<file path="config.mk">
export PLATFORM = sky130hd
export DESIGN_NAME = multi_charset_text_decoder
export DESIGN_NICKNAME = d
export VERILOG_FILES = /design/src/sv/mtd_pkg.sv /design/src/sv/mtd_front.sv /design/src/sv/mtd_queue.sv /design/src/sv/multi_charset_text_decoder.sv
export SDC_FILE = /design/constraint.sdc
export NUM_CORES = 1
export LEC_CHECK = 0
export BUFFER_PORTS_ARGS = -buffer_cell sky130_fd_sc_hd__buf_2
export CAP_MARGIN = 40
export CORE_ASPECT_RATIO = 0.8
export CORE_UTILIZATION = 52
export DETAILED_ROUTE_END_ITERATION = 10
export GPL_ROUTABILITY_DRIVEN = 0
export GPL_TIMING_DRIVEN = 0
export MAX_ROUTING_LAYER = met4
export PLACE_DENSITY = 0.76
export SYNTH_ARGS = -nofsm -noshare
export SYNTH_HDL_FRONTEND = slang
export SYNTH_HIERARCHICAL = 1
export SYNTH_SLANG_ARGS = --single-unit
</file>
<file path="constraint.sdc">
create_clock -name clk -period 4.9 [get_ports clk]
set_clock_uncertainty 0.15 [all_clocks]
set_input_delay 0.49 -clock clk [delete_from_list [all_inputs] [get_ports clk]]
set_output_delay 0.49 -clock clk [all_outputs]
set_load 0.005 [all_outputs]
</file>
<file path="src/sv/mtd_pkg.sv">
// mtd_pkg: shared types, encoding codes and the cp1251 upper-half table
// for the multi-charset text decoder.
// No dependencies; used by mtd_front, mtd_queue and the top level.
package mtd_pkg;

  // input encoding codes held in the mode register
  localparam logic [1:0] ENC_UTF16LE = 2'd0;
  localparam logic [1:0] ENC_UTF8    = 2'd1;
  localparam logic [1:0] ENC_CP1251  = 2'd2;

  localparam int QUEUE_DEPTH = 4;

  typedef struct packed {
    logic [31:0] code_point;
    logic        last;
  } res_t;

  // up to two results per byte; second is only used together with the first
  typedef struct packed {
    logic v0;
    logic v1;
    res_t r0;
    res_t r1;
  } push_t;

  localparam logic [15:0] CP1251_MAP [128] = '{
    16'h0402,16'h0403,16'h201A,16'h0453,16'h201E,16'h2026,16'h2020,16'h2021,
    16'h20AC,16'h2030,16'h0409,16'h2039,16'h040A,16'h040C,16'h040B,16'h040F,
    16'h0452,16'h2018,16'h2019,16'h201C,16'h201D,16'h2022,16'h2013,16'h2014,
    16'h0020,16'h2122,16'h0459,16'h203A,16'h045A,16'h045C,16'h045B,16'h045F,
    16'h00A0,16'h040E,16'h045E,16'h0408,16'h00A4,16'h0490,16'h00A6,16'h00A7,
    16'h0401,16'h00A9,16'h0404,16'h00AB,16'h00AC,16'h00AD,16'h00AE,16'h0407,
    16'h00B0,16'h00B1,16'h0406,16'h0456,16'h0491,16'h00B5,16'h00B6,16'h00B7,
    16'h0451,16'h2116,16'h0454,16'h00BB,16'h0458,16'h0405,16'h0455,16'h0457,
    16'h0410,16'h0411,16'h0412,16'h0413,16'h0414,16'h0415,16'h0416,16'h0417,
    16'h0418,16'h0419,16'h041A,16'h041B,16'h041C,16'h041D,16'h041E,16'h041F,
    16'h0420,16'h0421,16'h0422,16'h0423,16'h0424,16'h0425,16'h0426,16'h0427,
    16'h0428,16'h0429,16'h042A,16'h042B,16'h042C,16'h042D,16'h042E,16'h042F,
    16'h0430,16'h0431,16'h0432,16'h0433,16'h0434,16'h0435,16'h0436,16'h0437,
    16'h0438,16'h0439,16'h043A,16'h043B,16'h043C,16'h043D,16'h043E,16'h043F,
    16'h0440,16'h0441,16'h0442,16'h0443,16'h0444,16'h0445,16'h0446,16'h0447,
    16'h0448,16'h0449,16'h044A,16'h044B,16'h044C,16'h044D,16'h044E,16'h044F
  };

  // utf-8 continuation byte count from a lead byte: run of ones below the top bit, at least one
  function automatic logic [2:0] lead_len(input logic [7:0] b);
    logic [2:0] len;
    casez (b[6:0])
      7'b1111111: len = 3'd7;
      7'b111111?: len = 3'd6;
      7'b11111??: len = 3'd5;
      7'b1111???: len = 3'd4;
      7'b111????: len = 3'd3;
      7'b11?????: len = 3'd2;
      default:    len = 3'd1;
    endcase
    return len;
  endfunction

endpackage

</file>
<file path="src/sv/mtd_front.sv">
// mtd_front: accepts bytes, holds the mode register and decoding state,
// and classifies each byte into zero, one or two results for the queue.
// Depends on mtd_pkg.
module mtd_front (
  input  logic           clk,
  input  logic           rst,
  input  logic           cfg_we,
  input  logic [1:0]     cfg_wdata,
  input  logic           in_valid,
  output logic           in_ready,
  input  logic [7:0]     in_byte,
  input  logic           space_ok,
  output mtd_pkg::push_t push
);

  logic [1:0]  encoding;
  logic [2:0]  bytes_remaining;
  logic [31:0] partial_value;
  logic [7:0]  held_low_byte;
  logic        low_byte_valid;

  logic [2:0]  bytes_remaining_next;
  logic [31:0] partial_value_next;
  logic [7:0]  held_low_byte_next;
  logic        low_byte_valid_next;

  logic        fire;
  logic [15:0] unit;
  logic [2:0]  len;
  logic [7:0]  lead_mask;
  logic [31:0] acc;
  logic [2:0]  rem_dec;

  assign in_ready = space_ok;
  assign fire     = in_valid && in_ready;

  assign unit      = {in_byte, held_low_byte};
  assign len       = mtd_pkg::lead_len(in_byte);
  assign lead_mask = 8'h1F >> (len - 3'd1);
  assign acc       = {partial_value[25:0], in_byte[5:0]};
  assign rem_dec   = bytes_remaining - 3'd1;

  always_comb begin
    bytes_remaining_next = bytes_remaining;
    partial_value_next   = partial_value;
    held_low_byte_next   = held_low_byte;
    low_byte_valid_next  = low_byte_valid;
    push                 = '0;
    unique case (encoding)
      mtd_pkg::ENC_UTF16LE: begin
        if (!low_byte_valid) begin
          held_low_byte_next  = in_byte;
          low_byte_valid_next = 1'b1;
        end else begin
          held_low_byte_next  = 8'h00;
          low_byte_valid_next = 1'b0;
          push.v0             = 1'b1;
          push.r0.code_point  = {16'h0000, unit};
          push.r0.last        = (unit == 16'h0000);
        end
      end
      mtd_pkg::ENC_UTF8: begin
        if (in_byte == 8'h00) begin
          bytes_remaining_next = 3'd0;
          partial_value_next   = 32'h0;
          push.v0              = 1'b1;
          if (bytes_remaining != 3'd0) begin
            // cut-short sequence: partial value goes out ahead of the terminator
            push.v1            = 1'b1;
            push.r0.code_point = partial_value;
            push.r1.last       = 1'b1;
          end else begin
            push.r0.last = 1'b1;
          end
        end else if (bytes_remaining == 3'd0) begin
          if (!in_byte[7]) begin
            push.v0            = 1'b1;
            push.r0.code_point = {24'h0, in_byte};
          end else begin
            partial_value_next   = {24'h0, in_byte & lead_mask};
            bytes_remaining_next = len;
          end
        end else begin
          bytes_remaining_next = rem_dec;
          if (rem_dec == 3'd0) begin
            partial_value_next = 32'h0;
            push.v0            = 1'b1;
            push.r0.code_point = acc;
          end else begin
            partial_value_next = acc;
          end
        end
      end
      mtd_pkg::ENC_CP1251: begin
        push.v0 = 1'b1;
        if (in_byte == 8'h00) begin
          push.r0.last = 1'b1;
        end else if (!in_byte[7]) begin
          push.r0.code_point = {24'h0, in_byte};
        end else begin
          push.r0.code_point = {16'h0, mtd_pkg::CP1251_MAP[in_byte[6:0]]};
        end
      end
      default: ;
    endcase
    if (!fire) begin
      push = '0;
    end
  end

  always_ff @(posedge clk) begin
    if (rst) begin
      encoding        <= mtd_pkg::ENC_UTF8;
      bytes_remaining <= 3'd0;
      partial_value   <= 32'h0;
      held_low_byte   <= 8'h00;
      low_byte_valid  <= 1'b0;
    end else if (cfg_we) begin
      encoding        <= cfg_wdata;
      bytes_remaining <= 3'd0;
      partial_value   <= 32'h0;
      held_low_byte   <= 8'h00;
      low_byte_valid  <= 1'b0;
    end else if (fire) begin
      bytes_remaining <= bytes_remaining_next;
      partial_value   <= partial_value_next;
      held_low_byte   <= held_low_byte_next;
      low_byte_valid  <= low_byte_valid_next;
    end
  end

endmodule

</file>
<file path="src/sv/mtd_queue.sv">
// mtd_queue: result queue between decode front and output port; takes up
// to two results a cycle, hands out one per transaction from its head.
// Depends on mtd_pkg.
module mtd_queue #(
  parameter int DEPTH = mtd_pkg::QUEUE_DEPTH
) (
  input  logic                       clk,
  input  logic                       rst,
  input  mtd_pkg::push_t             push,
  input  logic                       pop,
  output mtd_pkg::res_t              head,
  output logic                       not_empty,
  output logic                       space_ok,
  output logic [$clog2(DEPTH+1)-1:0] count
);

  localparam int PTR_W = (DEPTH > 1) ? $clog2(DEPTH) : 1;
  localparam int CNT_W = $clog2(DEPTH + 1);

  mtd_pkg::res_t mem [DEPTH];

  logic [PTR_W-1:0] wr_ptr;
  logic [PTR_W-1:0] rd_ptr;
  logic [PTR_W-1:0] wr_ptr1;
  logic [PTR_W-1:0] wr_ptr2;
  logic [PTR_W-1:0] rd_ptr1;
  logic [CNT_W-1:0] count_next;
  logic [CNT_W-1:0] n_push;

  function automatic logic [PTR_W-1:0] ptr_inc(input logic [PTR_W-1:0] p);
    logic [PTR_W-1:0] q;
    q = (p == PTR_W'(DEPTH - 1)) ? '0 : p + 1'b1;
    return q;
  endfunction

  assign wr_ptr1 = ptr_inc(wr_ptr);
  assign wr_ptr2 = ptr_inc(wr_ptr1);
  assign rd_ptr1 = ptr_inc(rd_ptr);

  assign n_push     = CNT_W'(push.v0) + CNT_W'(push.v1);
  assign count_next = count + n_push - CNT_W'(pop);

  assign head      = mem[rd_ptr];
  assign not_empty = (count != '0);
  // room for the worst case of two results from the next byte
  assign space_ok  = (count <= CNT_W'(DEPTH - 2));

  always_ff @(posedge clk) begin
    if (push.v0) begin
      mem[wr_ptr] <= push.r0;
    end
    if (push.v1) begin
      mem[wr_ptr1] <= push.r1;
    end
  end

  always_ff @(posedge clk) begin
    if (rst) begin
      wr_ptr <= '0;
      rd_ptr <= '0;
      count  <= '0;
    end else begin
      if (push.v1) begin
        wr_ptr <= wr_ptr2;
      end else if (push.v0) begin
        wr_ptr <= wr_ptr1;
      end
      if (pop) begin
        rd_ptr <= rd_ptr1;
      end
      count <= count_next;
    end
  end

endmodule

</file>
<file path="src/sv/multi_charset_text_decoder.sv">
// multi_charset_text_decoder: top level, byte stream in, code points out.
// Depends on mtd_pkg, mtd_front and mtd_queue.
//
// Input channel in_valid/in_ready/in_byte carries one raw byte per
// transaction. Output channel out_valid/out_ready carries code_point and
// end_of_string, one result per transaction. The mode register
// input_encoding is written with cfg_we (0 utf-16le, 1 utf-8, 2 cp1251,
// 3 drops all bytes); a write clears all decoding state.
// A byte is decoded in the cycle it is accepted and its results are written
// into the result queue before they reach the output. One byte per cycle is
// taken as long as the result queue has room for two results; a byte yields
// at most two results (a NUL ending a cut-short utf-8 sequence), so throughput
// is one byte per cycle whenever the receiver takes one result per cycle.
// When the receiver stalls, results collect in the queue (QUEUE_DEPTH
// entries) and in_ready drops once fewer than two entries are free.
// Synchronous reset empties the queue, selects utf-8 and clears all state.
module multi_charset_text_decoder #(
  parameter int QUEUE_DEPTH = mtd_pkg::QUEUE_DEPTH
) (
  input  logic        clk,
  input  logic        rst,
  input  logic        cfg_we,
  input  logic [1:0]  input_encoding,
  input  logic        in_valid,
  output logic        in_ready,
  input  logic [7:0]  in_byte,
  output logic        out_valid,
  input  logic        out_ready,
  output logic [31:0] code_point,
  output logic        end_of_string
);

  mtd_pkg::push_t push;
  mtd_pkg::res_t  head;
  logic           space_ok;
  logic           pop;
  logic [$clog2(QUEUE_DEPTH+1)-1:0] q_count;

  assign pop = out_valid && out_ready;

  mtd_front u_front (
    .clk       (clk),
    .rst       (rst),
    .cfg_we    (cfg_we),
    .cfg_wdata (input_encoding),
    .in_valid  (in_valid),
    .in_ready  (in_ready),
    .in_byte   (in_byte),
    .space_ok  (space_ok),
    .push      (push)
  );

  mtd_queue #(
    .DEPTH (QUEUE_DEPTH)
  ) u_queue (
    .clk       (clk),
    .rst       (rst),
    .push      (push),
    .pop       (pop),
    .head      (head),
    .not_empty (out_valid),
    .space_ok  (space_ok),
    .count     (q_count)
  );

  assign code_point    = head.code_point;
  assign end_of_string = head.last;

  // empty queue always has room for the next byte
  a_empty_ready: assert property (@(posedge clk) disable iff (rst)
    !out_valid |-> in_ready)
    else $error("queue empty but input stalled");

  a_term_zero: assert property (@(posedge clk) disable iff (rst)
    (out_valid && end_of_string) |-> (code_point == 32'h0))
    else $error("terminator with nonzero code point");

  a_no_overflow: assert property (@(posedge clk) disable iff (rst)
    q_count <= ($bits(q_count))'(QUEUE_DEPTH))
    else $error("result queue overflow");

  a_second_needs_first: assert property (@(posedge clk) disable iff (rst)
    push.v1 |-> push.v0 && push.r1.last)
    else $error("second result without first or not a terminator");

endmodule
</file>
==> results.json <==
{
  "status": "finished clean",
  "cellPowerDensity_mw_per_mm2": 308,
  "drt_iter0_drc": 1204,
  "pin_count": 50,
  "drv_slew": 0,
  "yosysUniqueCellTypes": 79,
  "synth-edff-count": 132,
  "slew_headroom_pct": 46.5,
  "grt_max_degree": 29,
  "stdcell_count": 1313,
  "clk_pin_slew_ps": 70,
  "crit_path_end_kind": "flop",
  "final_util_pct": 59.8,
  "setup_tns_ps": 0,
  "vias_per_cell": 6.08,
  "rows": 48,
  "antennaDiodeCount": 0,
  "design.core.area_mm2": 0.0216,
  "sw_frac_of_total_pct": 27.1,
  "die-area_mm2": 0.0227,
  "clkPwrFrac_pct": 35.0,
  "cp.arrival_ps": 4800,
  "yosys_warnings": 6,
  "crit_family": "buffers and inverters",
  "path_max_fanout": 11,
  "routedWlPerCell_um": 21.0,
  "dr.pass1.iters": 6,
  "drcViolationCount": 0,
  "worstPathRequired_ps": 5060,
  "root_buffer": "clkbuf_16",
  "ys_seq_area_share_pct": 44.0,
  "ys_ff_latch": 187,
  "path_class": "in -> reg",
  "critPathLaunchType": "input port",
  "crit_chain": "buf_2, clkbuf_1, inv_1, ha_1, or3b_4, or2_1, buf_6, nor3_4, buf_4, buf_4, inv_1, ha_1, inv_1, ha_1, inv_1, ha_1, inv_1, fa_1, xnor2_1, xnor2_1, nor2_1",
  "cp_slowest_cell": "or3b_4",
  "start_util_pct": 53.2,
  "p_comb_share_pct": 20.9,
  "ctsResizeCount": 0,
  "port_buffers": 49,
  "cts_tree": "yes",
  "grt_overflow_total": 0,
  "synth_async_sr_flop_share_pct": 0,
  "rsz0062_at_grt": "no",
  "tightest_slew_ps": 798,
  "p_leak_nw": 5.21,
  "syn_to_final_growth_pct": 12.4,
  "setup_viol": 0,
  "crit_buf_inv": 10,
  "timing.fmax_mhz": 216,
  "first_global_vias": 7677,
  "routed_wl_mm": 27.6,
  "p_switching_w": 0.00108,
  "clk_path_buf_depth": 2,
  "worst_ir_drop_vdd_mv": 0.258,
  "die_h_um": 135,
  "maxCapViolCount": 0,
  "grt_pass1_wl_mm": 43.3,
  "cts_made_buffers": 17,
  "finalCritPeriodShare_pct": 94.6,
  "fin_crit_ps": 4630,
  "crit_top_cell": "inv_1",
  "intPower_w": 0.00290,
  "synth_cells": 921,
  "cts_sinks": 187,
  "fin_nets": 1067,
  "grtUsageTotal_pct": 25.7,
  "power.share.sequential_pct": 44.1,
  "post-place-cells": 1281,
  "ctsHtreeMaxLevel": 4,
  "holdCritPathClass": "in -> reg",
  "clock_latency_ps": 430,
  "holdBufCountCts": 0,
  "grt_antenna_before_repair": 0,
  "drtAntennaViolNets": 0,
  "critical-path-max-stage-delay_ps": 450,
  "hpwlAfterDp_mm": 19.5,
  "avgSynthCellArea_um2": 12.5,
  "die_w_um": 168,
  "drive_above_1_share_pct": 33.3,
  "ys.flop_type": "edfxtp_1",
  "postCtsSetupBuffers": 0,
  "vias": 7985,
  "synth_area_mm2": 0.0115,
  "hold_violations": 0
}
==> state kept, by name (all words and copies together) (netlist names), named ones only <==
signal / cells
u_front/bytes_remaining: 3
u_front/encoding: 2
u_queue/wr_ptr: 2
u_front/partial_value: 32
u_front/held_low_byte: 8
u_queue/count: 3
u_front/low_byte_valid: 1
u_queue/mem: 132
u_queue/rd_ptr: 2
==> cells in the mapped netlist, types with 3 or more instances <==
library cell  count  area (µm²)
a211o_1           8        70.1
ha_1             26         325
xnor2_1           3        26.3
a221oi_1          4        35.0
o21a_1            3        22.5
a22oi_1          49         368
a32o_1            3        30.0
mux4_2           31         698
inv_1            23        86.3
buf_12            3        60.1
nor2_1           62         233
nand2_4           4        45.0
o221ai_1          3        26.3
buf_4            36         270
mux2i_1           7        70.1
nand4_1           3        18.8
a22o_1            8        70.1
o311ai_0          3        26.3
nand2b_1          8        50.1
clkbuf_1         27         101
o21ai_0          20         100
a31oi_1           9        56.3
nand2_1          53         199
a21oi_1          47         235
o211ai_1          6        45.0
mux4_1            3        78.8
a2111oi_0         3        26.3
buf_2            16        80.1
mux2_2           17         191
mux2_4          116        1740
o31a_1            3        26.3
nor4_1            4        25.0
or3_1            13        81.3
edfxtp_1        132        3960
a211oi_1          5        37.5
nor3_1            5        25.0
nand3_1          15        75.1
buf_6            17         191
dfxtp_1          55        1100
nor3b_1           5        37.5
nor2b_1          12        75.1
==> final timing paths <==
check,from,endpoint,slack (ps),cells past startpoint
setup / recovery,in_byte[0],u_queue/count[2],270,21
hold / removal,input_encoding[0],u_front/encoding[0],130,2
setup reg to reg,u_front/bytes_remaining[0],u_queue/count[2],800,19
hold reg to reg,u_front/held_low_byte[4],u_front/held_low_byte[4],340,2
==> placed cells by master, fill, tap and decap left out, drive strengths merged, types with 4 or more instances in the layout <==
cell    netlist  final
mux2i         7      7
or3          13     13
clkinv        2      5
o21ai        21     21
mux4         34     34
buf          72    127
nand2b        8      8
a22o          8      8
nand2        57     57
a221oi        4      4
a211o         8      8
a21oi        47     47
nor4          5      5
a31oi         9      9
dfxtp        55     55
inv          23     31
nand3        16     16
edfxtp      132    132
nor2         66     66
mux2        133    133
nor2b        12     12
nor3          7      7
ha           26     26
a22oi        49     49
clkbuf       27     47
a211oi        5      5
conb          1     32
nor3b         5      5
o211ai        6      6
==> power groups by stage <==
stage                     clock network (W)  registers, W  logic (W)
final                               0.00139       0.00175   0.000831
after floorplan                           0       0.00178   0.000581
after detailed placement                  0       0.00179   0.000822
after CTS                           0.00141       0.00175   0.000825
after global routing                0.00148       0.00176   0.000902
after global placement                    0       0.00179   0.000806
==> layout make-up <==
class / instances / area (µm²)
Fill cell: 1642 / 8690
Multi-Input combinational cell: 641 / 5770
Sequential cell: 187 / 5060
Buffer: 98 / 699
Clock buffer: 21 / 514
Timing Repair Buffer: 55 / 357
Tap cell: 275 / 344
Inverter: 25 / 93.8
Clock inverter: 11 / 87.6
==> stage by stage <==
stage / setup slack (ps) / power [W] / hold WS [ps] / instance area [µm²]
after detailed placement: -226 / 0.00261 / 325 / 12300
after global routing: 20.0 / 0.00413 / 124 / 12900
after CTS: 222 / 0.00399 / 113 / 12900
after floorplan: 476 / 0.00236 / 295 / 11600
after global placement: -444 / 0.00260 / 314 / 12200
final: 265 / 0.00398 / 133 / 12900
==> logic make-up (layout without fill, tap and decap cells) <==
logic type	Yosys count	in the layout	synth area share, %
flip-flops	187	187	44.0
multiplexers	174	174	24.2
XOR/XNOR	3	3	0.229
other	1	32	0.0326
adder cells (fa/ha/maj)	27	27	3.00
buffers and inverters	124	210	6.93
AO/OA/AOI/OAI	198	198	12.1
AND/OR/NAND/NOR	207	207	9.51
==> routing by layer <==
layer	vias up	global-route usage, %	routed length [µm]
met4	0	5.30	311
met5	-	-	0
met3	42	4.81	2150
met2	405	40.6	13000
li1	3665	-	-
met1	3873	34.9	12200
Note: power is estimated with default switching activity, not from simulation.
